$ cat config.mk
export PLATFORM = sky130hd
export DESIGN_NAME = calendar_minute_adder
export DESIGN_NICKNAME = d
export VERILOG_FILES = /design/src/hw/rtl/cma_pkg.sv /design/src/hw/rtl/cma_subcmp.sv /design/src/hw/rtl/calendar_minute_adder.sv
export SDC_FILE = /design/constraint.sdc
export NUM_CORES = 1
export LEC_CHECK = 0
export ABC_CLOCK_PERIOD_IN_PS = 8700
export BUFFER_PORTS_ARGS = -buffer_cell sky130_fd_sc_hd__clkbuf_2
export CELL_PAD_IN_SITES_DETAIL_PLACEMENT = 1
export CELL_PAD_IN_SITES_GLOBAL_PLACEMENT = 1
export CORE_UTILIZATION = 45
export CTS_BUF_LIST = sky130_fd_sc_hd__clkbuf_16
export DETAILED_ROUTE_END_ITERATION = 12
export PLACE_DENSITY = 0.9
export SYNTH_ARGS = -nofsm -noshare
export SYNTH_HDL_FRONTEND = slang
export SYNTH_SLANG_ARGS = --single-unit
$ cat constraint.sdc
create_clock -name clk -period 8.7 [get_ports clk]
set_input_delay 1.305 -clock clk [delete_from_list [all_inputs] [get_ports clk]]
set_output_delay 1.305 -clock clk [all_outputs]
set_load 0.03 [all_outputs]
$ cat src/hw/rtl/cma_pkg.sv
`timescale 1ns / 1ps
// ----------------------------------------------------------------------------
// cma_pkg
// Shared types, constants and calendar helpers for the calendar minute adder.
// ----------------------------------------------------------------------------
package cma_pkg;

  // width of the minute amount that counts
  localparam int ADD_WIDTH = 20;
  // working width: minute register plus amount, one carry bit
  localparam int MIN_W     = ADD_WIDTH + 1;
  localparam int CNT_W     = $clog2(MIN_W);
  localparam int REM_W     = 7;

  localparam int DAY_W     = 5;
  localparam int MONTH_W   = 4;
  localparam int YEAR_W    = 14;
  localparam int HOUR_W    = 5;
  localparam int MINUTE_W  = 6;

  // command codes on in_func
  localparam logic FUNC_LOAD = 1'b0;
  localparam logic FUNC_ADD  = 1'b1;

  localparam logic [MINUTE_W-1:0] MINS_PER_HOUR   = 6'd60;
  localparam logic [HOUR_W-1:0]   HOURS_PER_DAY   = 5'd24;
  localparam logic [MONTH_W-1:0]  MONTHS_PER_YEAR = 4'd12;
  localparam logic [YEAR_W-1:0]   MAX_YEAR        = 14'd9999;
  localparam logic [DAY_W-1:0]    MAX_DAY         = 5'd31;

  // divisibility by 25 via the modular inverse of 25 modulo 2**14
  localparam logic [YEAR_W-1:0]   INV25_MOD       = 14'd7209;
  localparam logic [YEAR_W-1:0]   DIV25_LIMIT     = 14'd655;

  localparam logic [MONTH_W-1:0]  MON_FEB = 4'd2;
  localparam logic [MONTH_W-1:0]  MON_APR = 4'd4;
  localparam logic [MONTH_W-1:0]  MON_JUN = 4'd6;
  localparam logic [MONTH_W-1:0]  MON_SEP = 4'd9;
  localparam logic [MONTH_W-1:0]  MON_NOV = 4'd11;

  typedef enum logic [1:0] {
    ST_IDLE,
    ST_DIV60,
    ST_DIV24,
    ST_WALK
  } cma_state_t;

  typedef logic [MIN_W-1:0] cma_word_t;

  // result of the shared compare and subtract unit
  typedef struct packed {
    logic      ge;
    logic      gt;
    cma_word_t diff;
  } cma_cmp_t;

  function automatic logic is_leap(input logic [YEAR_W-1:0] y);
    logic [YEAR_W-1:0] prod;
    logic              d25;
    logic              m4;
    logic              m16;
    prod = y * INV25_MOD;
    d25  = (prod <= DIV25_LIMIT);
    m4   = (y[1:0] == 2'd0);
    m16  = (y[3:0] == 4'd0);
    return (m4 && !d25) || (m16 && d25);
  endfunction

  function automatic logic [DAY_W-1:0] days_in(input logic [MONTH_W-1:0] m,
                                               input logic               leap);
    logic [DAY_W-1:0] d;
    unique case (m)
      MON_FEB:                           d = leap ? 5'd29 : 5'd28;
      MON_APR, MON_JUN, MON_SEP, MON_NOV: d = 5'd30;
      default:                           d = 5'd31;
    endcase
    return d;
  endfunction

endpackage

$ cat src/hw/rtl/cma_subcmp.sv
`timescale 1ns / 1ps
// ----------------------------------------------------------------------------
// cma_subcmp
// Shared compare and subtract unit: a - b with greater-or-equal and greater.
// ----------------------------------------------------------------------------
module cma_subcmp (
  input  cma_pkg::cma_word_t a,
  input  cma_pkg::cma_word_t b,
  output cma_pkg::cma_cmp_t  res
);
  import cma_pkg::*;

  logic [MIN_W:0] wide;

  assign wide     = {1'b0, a} - {1'b0, b};
  assign res.diff = wide[MIN_W-1:0];
  assign res.ge   = ~wide[MIN_W];
  assign res.gt   = ~wide[MIN_W] && (wide[MIN_W-1:0] != '0);

endmodule

$ cat src/hw/rtl/calendar_minute_adder.sv
`timescale 1ns / 1ps
// ----------------------------------------------------------------------------
// calendar_minute_adder
// Gregorian date and time register that loads a date or adds minutes to it.
// ----------------------------------------------------------------------------
//
//  channel   | handshake            | payload
//  ----------+----------------------+-----------------------------------------
//  input     | start / busy         | in_func, in_load_*, in_add_amount
//  result    | out_valid (strobe)   | out_cur_*, out_year_overflow
//
//  a load's result strobe follows in the next cycle
//  an add runs the divide by 60, then the divide by 24 (one quotient bit
//    a cycle), then the month by month walk, all on the single shared
//    compare and subtract unit
//  busy is high from an add transfer until its result strobe; a load never raises busy
//  reset brings the date to 01-01-0001 00:00, no result pending
//  the receiver cannot stall: each result stands for one cycle only
//
module calendar_minute_adder (
  input  logic                          clk,
  input  logic                          rst_n,
  input  logic                          start,
  output logic                          busy,
  input  logic                          in_func,
  input  logic [cma_pkg::DAY_W-1:0]     in_load_day,
  input  logic [cma_pkg::MONTH_W-1:0]   in_load_month,
  input  logic [cma_pkg::YEAR_W-1:0]    in_load_year,
  input  logic [cma_pkg::HOUR_W-1:0]    in_load_hour,
  input  logic [cma_pkg::MINUTE_W-1:0]  in_load_minute,
  input  logic [19:0]                   in_add_amount,
  output logic                          out_valid,
  output logic [cma_pkg::DAY_W-1:0]     out_cur_day,
  output logic [cma_pkg::MONTH_W-1:0]   out_cur_month,
  output logic [cma_pkg::YEAR_W-1:0]    out_cur_year,
  output logic [cma_pkg::HOUR_W-1:0]    out_cur_hour,
  output logic [cma_pkg::MINUTE_W-1:0]  out_cur_minute,
  output logic                          out_year_overflow
);
  import cma_pkg::*;

  // control state
  cma_state_t          state_r, state_nxt;
  logic                valid_r, valid_nxt;
  logic                ovf_r, ovf_nxt;
  // calendar registers, also the result registers
  logic [DAY_W-1:0]    day_r, day_nxt;
  logic [MONTH_W-1:0]  month_r, month_nxt;
  logic [YEAR_W-1:0]   year_r, year_nxt;
  logic [HOUR_W-1:0]   hour_r, hour_nxt;
  logic [MINUTE_W-1:0] minute_r, minute_nxt;
  // datapath: dividend / quotient shifter, then the running day count
  cma_word_t           dvd_r, dvd_nxt;
  logic [REM_W-1:0]    rem_r, rem_nxt;
  logic [CNT_W-1:0]    cnt_r, cnt_nxt;
  logic                leap_r, leap_nxt;

  // shared unit operands
  cma_word_t           op_a, op_b;
  cma_cmp_t            cmp;
  logic [REM_W-1:0]    step_val;
  cma_word_t           quot;
  logic [DAY_W-1:0]    mon_days;
  logic                accept;

  assign accept   = start && (state_r == ST_IDLE);
  assign busy     = (state_r != ST_IDLE);

  // leap flag is a register fed from the year, so it trails it; a year step is always followed
  // by january, so february never sees a stale flag
  assign leap_nxt = is_leap(year_r);
  assign mon_days = days_in(month_r, leap_r);

  // one restoring division step: shift next dividend bit into the remainder
  assign step_val = {rem_r[REM_W-2:0], dvd_r[MIN_W-1]};
  assign quot     = {dvd_r[MIN_W-2:0], cmp.ge};

  always_comb begin
    if (state_r == ST_WALK) begin
      op_a = dvd_r;
      op_b = MIN_W'(mon_days);
    end else begin
      op_a = MIN_W'(step_val);
      op_b = (state_r == ST_DIV60) ? MIN_W'(MINS_PER_HOUR) : MIN_W'(HOURS_PER_DAY);
    end
  end

  cma_subcmp u_subcmp (
    .a   (op_a),
    .b   (op_b),
    .res (cmp)
  );

  // sequencer: next state and datapath updates
  always_comb begin
    state_nxt  = state_r;
    valid_nxt  = 1'b0;
    ovf_nxt    = ovf_r;
    day_nxt    = day_r;
    month_nxt  = month_r;
    year_nxt   = year_r;
    hour_nxt   = hour_r;
    minute_nxt = minute_r;
    dvd_nxt    = dvd_r;
    rem_nxt    = rem_r;
    cnt_nxt    = cnt_r;

    unique case (state_r)
      ST_IDLE: begin
        if (accept) begin
          ovf_nxt = 1'b0;
          if (in_func == FUNC_LOAD) begin
            // load with each field clamped into its range
            day_nxt    = (in_load_day == '0) ? DAY_W'(1) : in_load_day;
            month_nxt  = (in_load_month == '0) ? MONTH_W'(1) :
                         (in_load_month > MONTHS_PER_YEAR) ? MONTHS_PER_YEAR :
                         in_load_month;
            year_nxt   = (in_load_year == '0) ? YEAR_W'(1) :
                         (in_load_year > MAX_YEAR) ? MAX_YEAR : in_load_year;
            hour_nxt   = (in_load_hour >= HOURS_PER_DAY) ?
                         HOUR_W'(HOURS_PER_DAY - 5'd1) : in_load_hour;
            minute_nxt = (in_load_minute >= MINS_PER_HOUR) ?
                         MINUTE_W'(MINS_PER_HOUR - 6'd1) : in_load_minute;
            valid_nxt  = 1'b1;
          end else begin
            dvd_nxt   = MIN_W'(in_add_amount[ADD_WIDTH-1:0]) + MIN_W'(minute_r);
            rem_nxt   = '0;
            cnt_nxt   = CNT_W'(MIN_W - 1);
            state_nxt = ST_DIV60;
          end
        end
      end

      ST_DIV60, ST_DIV24: begin
        rem_nxt = cmp.ge ? cmp.diff[REM_W-1:0] : step_val;
        dvd_nxt = quot;
        cnt_nxt = cnt_r - CNT_W'(1);
        if (cnt_r == '0) begin
          rem_nxt = '0;
          cnt_nxt = CNT_W'(MIN_W - 1);
          if (state_r == ST_DIV60) begin
            minute_nxt = cmp.ge ? cmp.diff[MINUTE_W-1:0] : step_val[MINUTE_W-1:0];
            dvd_nxt    = quot + MIN_W'(hour_r);
            state_nxt  = ST_DIV24;
          end else begin
            hour_nxt  = cmp.ge ? cmp.diff[HOUR_W-1:0] : step_val[HOUR_W-1:0];
            dvd_nxt   = quot + MIN_W'(day_r);
            state_nxt = ST_WALK;
          end
        end
      end

      ST_WALK: begin
        if (cmp.gt) begin
          // day count still beyond this month: step to the next one
          dvd_nxt = cmp.diff;
          if (month_r == MONTHS_PER_YEAR) begin
            month_nxt = MONTH_W'(1);
            if (year_r >= MAX_YEAR) begin
              // saturate at the last minute of the last year
              day_nxt    = MAX_DAY;
              month_nxt  = MONTHS_PER_YEAR;
              year_nxt   = MAX_YEAR;
              hour_nxt   = HOUR_W'(HOURS_PER_DAY - 5'd1);
              minute_nxt = MINUTE_W'(MINS_PER_HOUR - 6'd1);
              ovf_nxt    = 1'b1;
              valid_nxt  = 1'b1;
              state_nxt  = ST_IDLE;
            end else begin
              year_nxt = year_r + YEAR_W'(1);
            end
          end else begin
            month_nxt = month_r + MONTH_W'(1);
          end
        end else begin
          day_nxt   = dvd_r[DAY_W-1:0];
          valid_nxt = 1'b1;
          state_nxt = ST_IDLE;
        end
      end

      default: begin
        state_nxt = ST_IDLE;
      end
    endcase
  end

  // control and calendar registers
  always_ff @(posedge clk) begin
    if (!rst_n) begin
      state_r  <= ST_IDLE;
      valid_r  <= 1'b0;
      ovf_r    <= 1'b0;
      day_r    <= DAY_W'(1);
      month_r  <= MONTH_W'(1);
      year_r   <= YEAR_W'(1);
      hour_r   <= '0;
      minute_r <= '0;
    end else begin
      state_r  <= state_nxt;
      valid_r  <= valid_nxt;
      ovf_r    <= ovf_nxt;
      day_r    <= day_nxt;
      month_r  <= month_nxt;
      year_r   <= year_nxt;
      hour_r   <= hour_nxt;
      minute_r <= minute_nxt;
    end
  end

  // datapath registers, no reset needed
  always_ff @(posedge clk) begin
    dvd_r  <= dvd_nxt;
    rem_r  <= rem_nxt;
    cnt_r  <= cnt_nxt;
    leap_r <= leap_nxt;
  end

  // result ports come straight from the calendar registers
  assign out_valid         = valid_r;
  assign out_cur_day       = day_r;
  assign out_cur_month     = month_r;
  assign out_cur_year      = year_r;
  assign out_cur_hour      = hour_r;
  assign out_cur_minute    = minute_r;
  assign out_year_overflow = ovf_r;

  // a result strobe only ever appears with the sequencer back at rest
  a_strobe_idle: assert property (@(posedge clk) disable iff (!rst_n)
    valid_r |-> (state_r == ST_IDLE))
    else $error("result strobe while sequencer busy");

  // a load transfer gives its result in the very next cycle
  a_load_one_cycle: assert property (@(posedge clk) disable iff (!rst_n)
    (accept && in_func == FUNC_LOAD) |=> valid_r)
    else $error("load result missing");

  // overflow reports carry the saturated date
  a_ovf_saturated: assert property (@(posedge clk) disable iff (!rst_n)
    (valid_r && ovf_r) |-> (day_r == MAX_DAY && month_r == MONTHS_PER_YEAR &&
                            year_r == MAX_YEAR))
    else $error("overflow without saturated date");

  // the month walk always keeps a legal month
  a_walk_month: assert property (@(posedge clk) disable iff (!rst_n)
    (state_r == ST_WALK) |-> (month_r != '0 && month_r <= MONTHS_PER_YEAR))
    else $error("month out of range during walk");

  // an add transfer always goes through the divide by 60 first
  a_add_div: assert property (@(posedge clk) disable iff (!rst_n)
    (accept && in_func == FUNC_ADD) |=> (state_r == ST_DIV60 && !valid_r))
    else $error("add did not enter division");

endmodule

# Yosys cells after proc, flatten, opt, wreduce, memory -nomap -nowiden
# Cells that the tools add are included.
# word_totals
ff_bits	71
in_bits	58
out_inout_bits	37
# op_classes
addsub	7
mul	1
magnitude_cmp	6
eq_ne	20
mux	82
n_bitwise	1
reduce_logical	28
# ops
operator	n
2-to-1 mux 21 bit	6
2-to-1 mux 14 bit	7
2-to-1 mux 5 bit	18
2-to-1 mux 6 bit	15
one-hot mux 21 bit (3 select lines)	1
adder 21 x 5 -> 21 bit	2
2-to-1 mux 4 bit	7
one-hot mux 14 bit (2 select lines)	1
subtractor 21 x 6 -> 22 bit	1
adder 20 x 6 -> 21 bit	1
nonzero test 21 bit	1
one-hot mux 5 bit (2 select lines)	2
AND reduction 5 bit	4
one-hot mux 6 bit (3 select lines)	1
one-hot mux 5 bit (3 select lines)	1
adder 14 x 1 -> 14 bit, second input constant	1
greater-or-equal comparator 14 bit, second input constant	1
greater-than comparator 14 bit, second input constant	1
<= comparator 14 x 10 -> 1 bit, second input constant	1
zero test 14 bit	1
multiplier 14 x 13 -> 14 bit, second input constant	1
inequality test 2 bit, second input constant	7
AND reduction 7 bit	2
equality test 4 bit, second input constant	3
30 further kinds	59

# Depth between registers and ports, before layout
# Gate-level depths: netlist (run 1).
# depth
word_depth	10
depth_mapped	24

# Modules after synthesis
# From an unflattened synthesis (run 1), not the netlist that was laid out.
# hier_totals
cells_unflattened	937
area_unflattened_um2	7741.2
# by_module_without_submodules
mod	instances	cells_per_inst	area_each_um2	seq_area_each_um2
calendar_minute_adder	1	742	6427.4	1741.7
cma_subcmp	1	195	1313.8	0.0

# Worst setup path after synthesis (run 1)
# OpenSTA, ideal clock, no wires.
# synth_path
kind	register to register
from	register state_r[1]
to	register dvd_r[20], data pin
setup_time_ns	0.262
t_arrival_ns	6.407
required_ns	8.438
path_slack_ns	2.031
path_stages_with_launch	25
path_buffers	7
path_cell_list	dfxtp_1 > ha_1 > buf_6 > clkbuf_1 > buf_1 > clkbuf_1 > buf_2 > buf_1 > mux2_2 > ha_1 > and3b_1 > o221ai_1 > o221ai_1 > clkbuf_1 > ha_1 > inv_1 > fa_1 > nor2b_1 > o21a_1 > o21ai_0 > a2111oi_0 > nand3_1 > xnor2_1 > a221oi_1 > nor2_1
# synth_via
elab_chain_cells	9
# synth_lines
item	line	text
from (decl)	calendar_minute_adder.sv:43	cma_state_t state_r, state_nxt;
from (signal assigned)	calendar_minute_adder.sv:200	state_r <= state_nxt;
equality test 2 x 1 -> 1 bit	calendar_minute_adder.sv:84, calendar_minute_adder.sv:108, calendar_minute_adder.sv:141	
2-to-1 mux 6 bit	calendar_minute_adder.sv:84	op_b = (state_r == ST_DIV60) ? MIN_W'(MINS_PER_HOUR) : MIN_W'(HOURS_PER_DAY);
2-to-1 mux 6 bit	calendar_minute_adder.sv:79	if (state_r == ST_WALK) begin
subtractor 21 x 6 -> 22 bit	cma_subcmp.sv:15	assign wide = {1'b0, a} - {1'b0, b};
NOT 1 bit	cma_subcmp.sv:17	assign res.ge = ~wide[MIN_W];
adder 21 x 5 -> 21 bit (on tied branches)	calendar_minute_adder.sv:147, calendar_minute_adder.sv:143	
2-to-1 mux 21 bit	calendar_minute_adder.sv:141	if (state_r == ST_DIV60) begin
2-to-1 mux 21 bit	calendar_minute_adder.sv:138	if (cnt_r == '0) begin
one-hot mux 21 bit (3 select lines) (*)	calendar_minute_adder.sv:108	unique case (state_r)
net dvd_nxt[20]	calendar_minute_adder.sv:53	cma_word_t dvd_r, dvd_nxt;
to (signal assigned)	calendar_minute_adder.sv:213	dvd_r <= dvd_nxt;
to (decl)	calendar_minute_adder.sv:53	
# Mark *: on every way through the listed nets, which the timed path passes. The rest lies on a longest branch. The select of a mux whose other input is x is not followed.
# A chain may end at the register's enable or synchronous reset.

# Worst setup path in the final report (run 1)
# Same ends and word-level chain as after synthesis.

==> flow_summary.ini, run 1 <==
[run_status]
status = complete, no violations

[logic_synthesis]
ys_seq_area_frac = 0.238
ys_ff_latch = 71
async_reset_ff_frac = 0
ys_warn_count = 0
ys_top_cells_by_count = nand2_1, inv_1, ha_1
synth-edff-count = 32
synth.top_cell.area_share = 0.131
syn-num-nets = 1025
syn-cell-area_sq_mm = 0.00733
synth_largest_area_cell = edfxtp_1
synth.avg_cell_area_sq_um = 8.26
synthFlopType = dfxtp_1
yosysUniqueCellTypes = 74
synthTopCellsByArea = edfxtp_1, ha_1, dfxtp_1
syn_inst = 888
synth_most_common_cell = nand2_1

[placed_design]
port_buffers = 94
place_ws_ns = 2.73
gp_congestion = 0.876
dpl.hpwl_mm = 17.7

[global_routing]
grt_pass1_vias = 7272
grt-ovfl-total = 0
grt_pass1_wl_mm = 37.8
antenna_found_initial = 0
grt_use_total = 0.294
grt_max_degree = 58

[pwr]
peakVddDrop_mv = 0.168
leakage_nw = 3.51
power_density_mw_per_mm2 = 390

[critical_path]
critPathKind = register to register
critPathLaunchType = register
crit_path_end_kind = register
critPathSlowestCell = a2111oi_0
path_buf_inv = 3
slowest_delay_ns = 1.04
crit_family = compound AO/OA/AOI/OAI gates
required_ns = 8.80
arrival_ns = 6.24
crit_path_cell_trace = ha_2 -> buf_4 -> mux2_2 -> ha_1 -> and3b_1 -> o221ai_1 -> o221ai_1 -> buf_4 -> ha_1 -> inv_1 -> fa_1 -> nor2b_1 -> o21a_1 -> o21ai_0 -> a2111oi_0 -> nand3_1 -> xnor2_1 -> a221oi_1 -> nor2_1
crit_fanout = 47

[floorplanning]
num_rows = 46
core_area_sq_mm = 0.0159
fp.dieW_um = 130
initial_core_util = 0.462
die-area_sq_mm = 0.0168
fp.dieH_um = 130
pin_count = 95

[detailed_routing]
drc = 0
via_per_inst = 6.03
drt_pass1_iterations = 5
wl_mm = 23.7
drtIter0Drc = 467
vias = 7053
ant_nets = 0
wl_per_cell_um = 20.3

[timing]
fin_setup_tns_ns = 0
hold_viol = 0
finalSetupViolCount = 0
maxSlewViolCount = 0
period_share = 0.705
relSlewSlack = 0.271
rsz0062_at_grt = false
finClkSkew_ns = 0.00644
finalCriticalPeriod_ns = 6.14
fin_ws_ns = 2.56
timing.fmax_mhz = 163
max_slew.worst_pin.slew_ns = 1.07

[clocking]
cts_tree = done
cts_setup_buffers = 0
clockRootBuffer = clkbuf_16
tritoncts.num_buffers = 9
cts_buffer_depth = 2
cts.sinks = 71
insertion_delay_ns = 0.36
cts_hold_buf = 0
cts_max_level = 3
path_clk_slew_ns = 0.06
cts_resized = 0

[job]
maxCapViolCount = 0

[layout]
layout.nets = 1086
utilization = 0.514
area_growth_syn_to_layout_pct = 11.4
n_antenna_cell = 0
drive_above_1_share = 0.158

[hold_path]
min_path_type = register to register
metrics by stage:
stage	cell area [sq um]	total power [W]	std cells	hold WS, ns
finish	8170	0.00318	1170	0.482
global placement	7900	0.00269	1154	0.469
CTS	8170	0.00318	1170	0.488
detailed placement	7900	0.00280	1154	0.479
global route	8170	0.00344	1170	0.508
floorplan	7330	0.00225	888	0.471
worst register-to-register path, delay by kind of cell (launching register included):
family	cells	cell delay [ns]
xor gates and xnor gates	1	0.19
AOI/OAI and AO/OA	6	2.21
muxes	1	0.42
adders and majority gates	4	1.20
DFF	1	0.39
and+or+nand+nor	4	0.70
buffers and inverters	3	0.78
final timing paths:
check                                          to               from  slack [ns]  cells after the start
worst max-delay path                    dvd_r[20]         state_r[1]        2.56                     19
worst min-delay path            out_cur_minute[2]  out_cur_minute[2]        0.48                      2
worst max register to register          dvd_r[20]         state_r[1]        2.56                     19
worst min register to register  out_cur_minute[2]  out_cur_minute[2]        0.48                      2
flip-flops by register name (all words and copies together), names as in the netlist, 2 cells and up:
signal,cells
out_cur_hour,5
out_cur_day,5
state_r,2
dvd_r,21
out_cur_year,14
out_cur_minute,6
cnt_r,5
rem_r,6
out_cur_month,4
layer usage:
metal	track usage	vias up	share of wire
li1	-	3325	-
met1	0.369	3433	0.43
met2	0.495	248	0.48
met3	0.0471	47	0.057
met4	0.136	0	0.030
met5	0	-	0
cell usage in the layout, fill, tap and decap left out, drive strengths merged, types with 9 or more instances in the layout:
master,instances
ha,65
o221ai,9
nand3,29
clkinv,9
inv,69
dfxtp,39
mux2i,25
xnor2,46
xor2,27
edfxtp,32
nand2b,9
a21o,14
nor2,49
a21oi,47
nor3,19
mux2,14
nor4,13
nor4b,9
o21ai,59
buf,9
o22ai,9
nand2,102
fa,14
clkbuf,103
power by group:
part	total, W	internal [W]	switching (W)
registers	0.000769	0.000526	0.000243
clock network	0.000347	0.000191	0.000156
logic	0.00207	0.000800	0.00127
total	0.00318	0.00152	0.00167
cells by family (layout without fill, tap and decap cells):
family / after synthesis / in the layout / synth area share
simple gates: 279 / 279 / 0.187
compound gates: 223 / 223 / 0.213
buf+inv: 124 / 190 / 0.0689
fa+ha+maj: 79 / 79 / 0.149
xor+xnor: 73 / 73 / 0.0872
flops: 71 / 71 / 0.238
mux: 39 / 39 / 0.0567
cell type report:
class,instances,area [sq um]
fill,1973,7720
inverter,71,267
multi-input combinational,693,5090
tap,216,270
sequential,71,1740
clock buffer,9,225
timing repair buffer,103,538
clock inverter,7,37.5
Note: power is estimated with default switching activity, not from simulation.
==> run 2, diff against run 1 <==
--- a/config.mk
+++ b/config.mk
@@ -5,7 +5,7 @@
 export SDC_FILE = /design/constraint.sdc
 export NUM_CORES = 1
 export LEC_CHECK = 0
-export ABC_CLOCK_PERIOD_IN_PS = 8700
+export ABC_CLOCK_PERIOD_IN_PS = 6250
 export BUFFER_PORTS_ARGS = -buffer_cell sky130_fd_sc_hd__clkbuf_2
 export CELL_PAD_IN_SITES_DETAIL_PLACEMENT = 1
 export CELL_PAD_IN_SITES_GLOBAL_PLACEMENT = 1
==> constraint.sdc (replaced) <==
create_clock -name clk -period 6.25 [get_ports clk]
set_input_delay 0.9375 -clock clk [delete_from_list [all_inputs] [get_ports clk]]
set_output_delay 0.9375 -clock clk [all_outputs]
set_load 0.03 [all_outputs]
==> flow_summary.ini, run 2 (synthesized netlist as in run 1, its figures left out) <==
[placed_design]
dpl.hpwl_mm = 18.3
port_buffers = 94
gp_congestion = 0.885

[clocking]
path_clk_slew_ns = 0.06
cts_setup_buffers = 0
cts_resized = 0
cts_hold_buf = 0
cts.sinks = 71
cts_buffer_depth = 2
clockRootBuffer = clkbuf_16
cts_tree = done
cts_max_level = 3
tritoncts.num_buffers = 9
insertion_delay_ns = 0.36

[global_routing]
grt_pass1_wl_mm = 39.4
antenna_found_initial = 0
met2_usage = 0.523
grt-ovfl-total = 0
grt_use_total = 0.306
use_met1 = 0.377
grt_pass1_vias = 7515
grt_max_degree = 58
met3_usage = 0.0405
busiest_layer = met2

[pwr]
p_sw_w = 0.00239
p_comb_frac = 0.646
pwr-share-seq = 0.235
p_int_w = 0.00219
power_density_mw_per_mm2 = 556
peakVddDrop_mv = 0.280
leakage_nw = 3.53
power_frac_clock = 0.119
switching_share = 0.522

[timing]
hold_viol = 0
period_share = 0.856
finalCriticalPeriod_ns = 5.35
max_slew.worst_pin.slew_ns = 1.13
relSlewSlack = 0.245
finalSetupViolCount = 0
fin_setup_tns_ns = 0
maxSlewViolCount = 0
timing.fmax_mhz = 187
rsz0062_at_grt = false
finClkSkew_ns = 0.00903

[layout]
utilization = 0.518
layout.nets = 1086
drive_above_1_share = 0.160
area_growth_syn_to_layout_pct = 12.2
largest_reg_flops = 21
layout_common_cells = nand2_1, clkbuf_2, inv_1, ha_1, o21ai_0
multi_input_area_sq_mm = 0.00510
layout.area.seq_sq_mm = 0.00174
n_antenna_cell = 0
top_register = dvd_r
final_common_cell = nand2_1
fill_cells = 1959

[floorplanning]
num_rows = 46
core_area_sq_mm = 0.0159
pin_count = 95
fp.dieH_um = 130
initial_core_util = 0.462
fp.dieW_um = 130
die-area_sq_mm = 0.0168

[detailed_routing]
wl_mm = 24.7
drtIter0Drc = 423
via_per_inst = 6.14
ant_nets = 0
vias = 7189
drt_pass1_iterations = 4
wl_per_cell_um = 21.1
drc = 0

[critical_path]
r2r-start = state_r[1]
crit_path_end_kind = register
crit_fanout = 34
critPathLaunch = state_r[1]
critPathLaunchType = register
arrival_ns = 5.45
critPathKind = register to register
required_ns = 6.35

[hold_path]
worstHoldStart = out_cur_minute[4]
min_path_type = register to register

[run_status]
status = complete, no violations

[job]
maxCapViolCount = 0
run 2: path summary, 6_finish.rpt:
path / endpoint / slack, ns / cells past startpoint
min: out_cur_minute[4] / 0.49 / 2
min reg2reg: out_cur_minute[4] / 0.49 / 2
max: dvd_r[20] / 0.90 / 19
max reg2reg: dvd_r[20] / 0.90 / 19
run 2: layout make-up:
cell class,count,share of cell area
tap,216,0.0329
clock inverter,6,0.00700
inverter,71,0.0324
multi-input combinational,693,0.620
timing repair buffer,103,0.0654
clock buffer,10,0.0304
sequential,71,0.212
run 2: power by group through the flow:
stage	combinational (W)	sequential [W]	clock (W)
after floorplan	0.00214	0.000995	0
after global placement	0.00270	0.00105	0
after detailed placement	0.00290	0.00107	0
after CTS	0.00296	0.00106	0.000549
after global routing	0.00323	0.00110	0.000569
final	0.00296	0.00107	0.000544
run 2: per-layer routing:
layer	wire length (um)	vias up
met5	0	-
met4	959	0
met3	1280	61
met2	12100	264
met1	10400	3540
li1	-	3324
run 2: critical path: stages (launching register included):
cell	delay, ns
dfxtp_1	0.40
ha_2	0.29
buf_4	0.38
o31ai_1	0.20
ha_1	0.31
and3b_1	0.24
o221ai_1	0.26
o221ai_2	0.24
buf_4	0.27
ha_1	0.21
inv_1	0.05
fa_1	0.40
nor2b_1	0.13
o21a_1	0.14
o21ai_0	0.23
a2111oi_2	0.66
nand3_1	0.18
xnor2_1	0.16
a221oi_1	0.25
nor2_1	0.08
run 2: metrics by stage:
stage / setup WS [ns] / power [W] / cells / area, sq um / hold slack [ns]
after floorplan: 0.0182 / 0.00313 / 888 / 7340 / 0.471
after global placement: 1.22 / 0.00375 / 1154 / 7920 / 0.473
after detailed placement: 1.01 / 0.00397 / 1154 / 7920 / 0.477
after CTS: 0.960 / 0.00457 / 1170 / 8220 / 0.485
after global routing: 0.544 / 0.00490 / 1170 / 8220 / 0.526
final: 0.903 / 0.00457 / 1170 / 8220 / 0.486
==> run 3, diff against run 2 <==
--- a/config.mk
+++ b/config.mk
@@ -10,9 +10,10 @@
 export CELL_PAD_IN_SITES_DETAIL_PLACEMENT = 1
 export CELL_PAD_IN_SITES_GLOBAL_PLACEMENT = 1
 export CORE_UTILIZATION = 45
-export CTS_BUF_LIST = sky130_fd_sc_hd__clkbuf_16
+export CTS_BUF_LIST = sky130_fd_sc_hd__clkbuf_2 sky130_fd_sc_hd__clkbuf_4 sky130_fd_sc_hd__clkbuf_8
 export DETAILED_ROUTE_END_ITERATION = 12
 export PLACE_DENSITY = 0.9
 export SYNTH_ARGS = -nofsm -noshare
 export SYNTH_HDL_FRONTEND = slang
+export SYNTH_HIERARCHICAL = 1
 export SYNTH_SLANG_ARGS = --single-unit
==> flow_summary.ini, run 3 <==
[clocking]
cts_buffer_depth = 2
cts_hold_buf = 0
cts.sinks = 71
path_clk_slew_ns = 0.08
cts_tree = done
clockRootBuffer = clkbuf_8
cts_max_level = 3
tritoncts.num_buffers = 9
cts_setup_buffers = 0
insertion_delay_ns = 0.38

[critical_path]
critPathKind = register to register
crit_path_cell_trace = inv_1 -> ha_1 -> a221o_1 -> a21boi_0 -> ha_1 -> nor2b_1 -> o2111a_1 -> o211a_1 -> o41a_1 -> o21ai_1 -> o21ai_0 -> a21boi_0 -> inv_1 -> ha_1 -> inv_1 -> fa_1 -> nor2b_1 -> o21a_1 -> o21a_1 -> o2111ai_1 -> mux2i_1 -> a221o_1
slowest_delay_ns = 0.46
crit_path_end_kind = register
arrival_ns = 6.11
required_ns = 6.38
critPathSlowestCell = dfxtp_1
crit_fanout = 10
critPathLaunchType = register

[detailed_routing]
drt_pass1_iterations = 5
vias = 7880
ant_nets = 0
wl_mm = 26.4
drc = 0
via_per_inst = 6.29
drtIter0Drc = 708
wl_per_cell_um = 21.1

[logic_synthesis]
synthTopCellsByArea = ha_1, edfxtp_1, dfxtp_1
synth.avg_cell_area_sq_um = 8.26
ys_warn_count = 6
synth_most_common_cell = inv_1
synth.top_cell.area_share = 0.131
syn_inst = 937
ys_top_cells_by_count = inv_1, ha_1, nand2_1
synth-edff-count = 32
synthFlopType = dfxtp_1
syn-cell-area_sq_mm = 0.00774
synth_largest_area_cell = ha_1
yosysUniqueCellTypes = 92
ys_seq_area_frac = 0.225
async_reset_ff_frac = 0
ys_ff_latch = 71

[pwr]
p_sw_w = 0.00223
leakage_nw = 3.68
switching_share = 0.515
p_int_w = 0.00210
pwr-share-seq = 0.234
power_density_mw_per_mm2 = 497
p_comb_frac = 0.653
peakVddDrop_mv = 0.434
power_frac_clock = 0.113
total_power_w = 0.00433

[global_routing]
grt_pass1_vias = 7898
grt-ovfl-total = 0
busiest_layer = met2
met2_usage = 0.503
grt_pass1_wl_mm = 42.3
grt_max_degree = 34
grt_use_total = 0.306
antenna_found_initial = 0
use_met1 = 0.407
met3_usage = 0.0624

[timing]
finClkSkew_ns = 0.0133
relSlewSlack = 0.388
finalSetupViolCount = 0
rsz0062_at_grt = false
maxSlewViolCount = 0
finalCriticalPeriod_ns = 5.98
timing.fmax_mhz = 167
period_share = 0.957
fin_setup_tns_ns = 0
max_slew.worst_pin.slew_ns = 0.904
hold_viol = 0

[floorplanning]
core_area_sq_mm = 0.0167
num_rows = 47
fp.dieW_um = 133
die-area_sq_mm = 0.0177
initial_core_util = 0.464
pin_count = 95
fp.dieH_um = 133

[layout]
final_common_cell = clkbuf_2
top_register = dvd_r
layout_common_cells = clkbuf_2, inv_1, ha_1, nand2_1, nor2_1
drive_above_1_share = 0.163
largest_reg_flops = 21
n_antenna_cell = 0
fill_cells = 2083
layout.nets = 1180
area_growth_syn_to_layout_pct = 12.5

[run_status]
status = complete, no violations

[placed_design]
dpl.hpwl_mm = 20.3
gp_congestion = 0.891
port_buffers = 94

[hold_path]
min_path_type = register to register

[job]
maxCapViolCount = 0
==> run 3: cell types whose count changed in the layout (fill, tap and decap cells not counted), sizes merged, moves of 11 or more <==
cell	delta
inv	+19
conb	+17
nand2	-24
a211oi	+11
ha	+16
and2	+16
mux2i	-19
nor2	+21
a21oi	+13
==> run 3: area by class of cell <==
class / instances / area (sq um) / area share
Clock buffer: 13 / 166 / 0.0191
Tap cell: 220 / 275 / 0.0316
Clock inverter: 3 / 90.1 / 0.0103
Sequential cell: 71 / 1740 / 0.200
Multi-Input combinational cell: 754 / 5570 / 0.639
Inverter: 88 / 330 / 0.0379
Timing Repair Buffer: 103 / 538 / 0.0618
==> run 3: path summary, 6_finish.rpt <==
path	slack [ns]	to	start	cells after the start
setup / recovery	0.27	dvd_r[10]	out_cur_month[0]	22
hold / removal	0.50	out_year_overflow	out_year_overflow	1
setup reg to reg	0.27	dvd_r[10]	out_cur_month[0]	22
hold reg to reg	0.50	out_year_overflow	out_year_overflow	1
==> run 3: cells by family (layout without fill, tap and decap cells) <==
kind of cell    count (synthesis)  after routing  share of synthesized area
other cells                     2             17                   0.000970
simple gates                  290            290                      0.193
compound gates                264            264                      0.244
mux                            20             20                     0.0281
flops                          71             71                      0.225
buf+inv                       127            207                     0.0647
xor+xnor                       68             68                     0.0769
fa+ha+maj                      95             95                      0.167
==> run 3: worst max-delay path: cells and delay by family (launching register included) <==
| family | cells | cell delay (ns) |
|---|---|---|
| compound gates | 12 | 3.51 |
| fa+ha+maj | 4 | 1.01 |
| buf+inv | 3 | 0.50 |
| flops | 1 | 0.46 |
| mux | 1 | 0.13 |
| simple gates | 2 | 0.12 |
==> run 3: timing repair <==
| item | CTS | global route |
|---|---|---|
| hold endpoints to repair | 0 | 0 |
| setup endpoints to repair | 4 | 4 |
| resized for setup | 1 | 1 |
| cloned | 0 | 0 |
==> run 3: layer usage <==
layer  share of wire  wire [um]
met1            0.43      11500
met2            0.46      12100
met3           0.083       2190
met4           0.025        650
met5               0          0
==> run 3: power groups by stage <==
stage	clock (W)	combinational [W]	sequential (W)
finish	0.000491	0.00283	0.00101
global route	0.000508	0.00309	0.00103
CTS	0.000488	0.00279	0.00100
detailed placement	0	0.00273	0.00100
global placement	0	0.00259	0.000988
floorplan	0	0.00192	0.00102
==> run 3: through the flow <==
| stage | util | area, sq um | std cells | setup slack, ns | hold slack (ns) |
|---|---|---|---|---|---|
| 6_report | 0.522 | 8710 | 1252 | 0.270 | 0.495 |
| 5_1_grt | 0.522 | 8710 | 1252 | 0.0332 | 0.516 |
| 4_1_cts | 0.521 | 8700 | 1252 | 0.330 | 0.488 |
| 3_5_place_dp | 0.506 | 8450 | 1236 | 0.140 | 0.478 |
| 3_3_place_gp | 0.506 | 8450 | 1236 | 0.473 | 0.467 |
| 2_1_floorplan | - | 7800 | 952 | 0.652 | 0.524 |
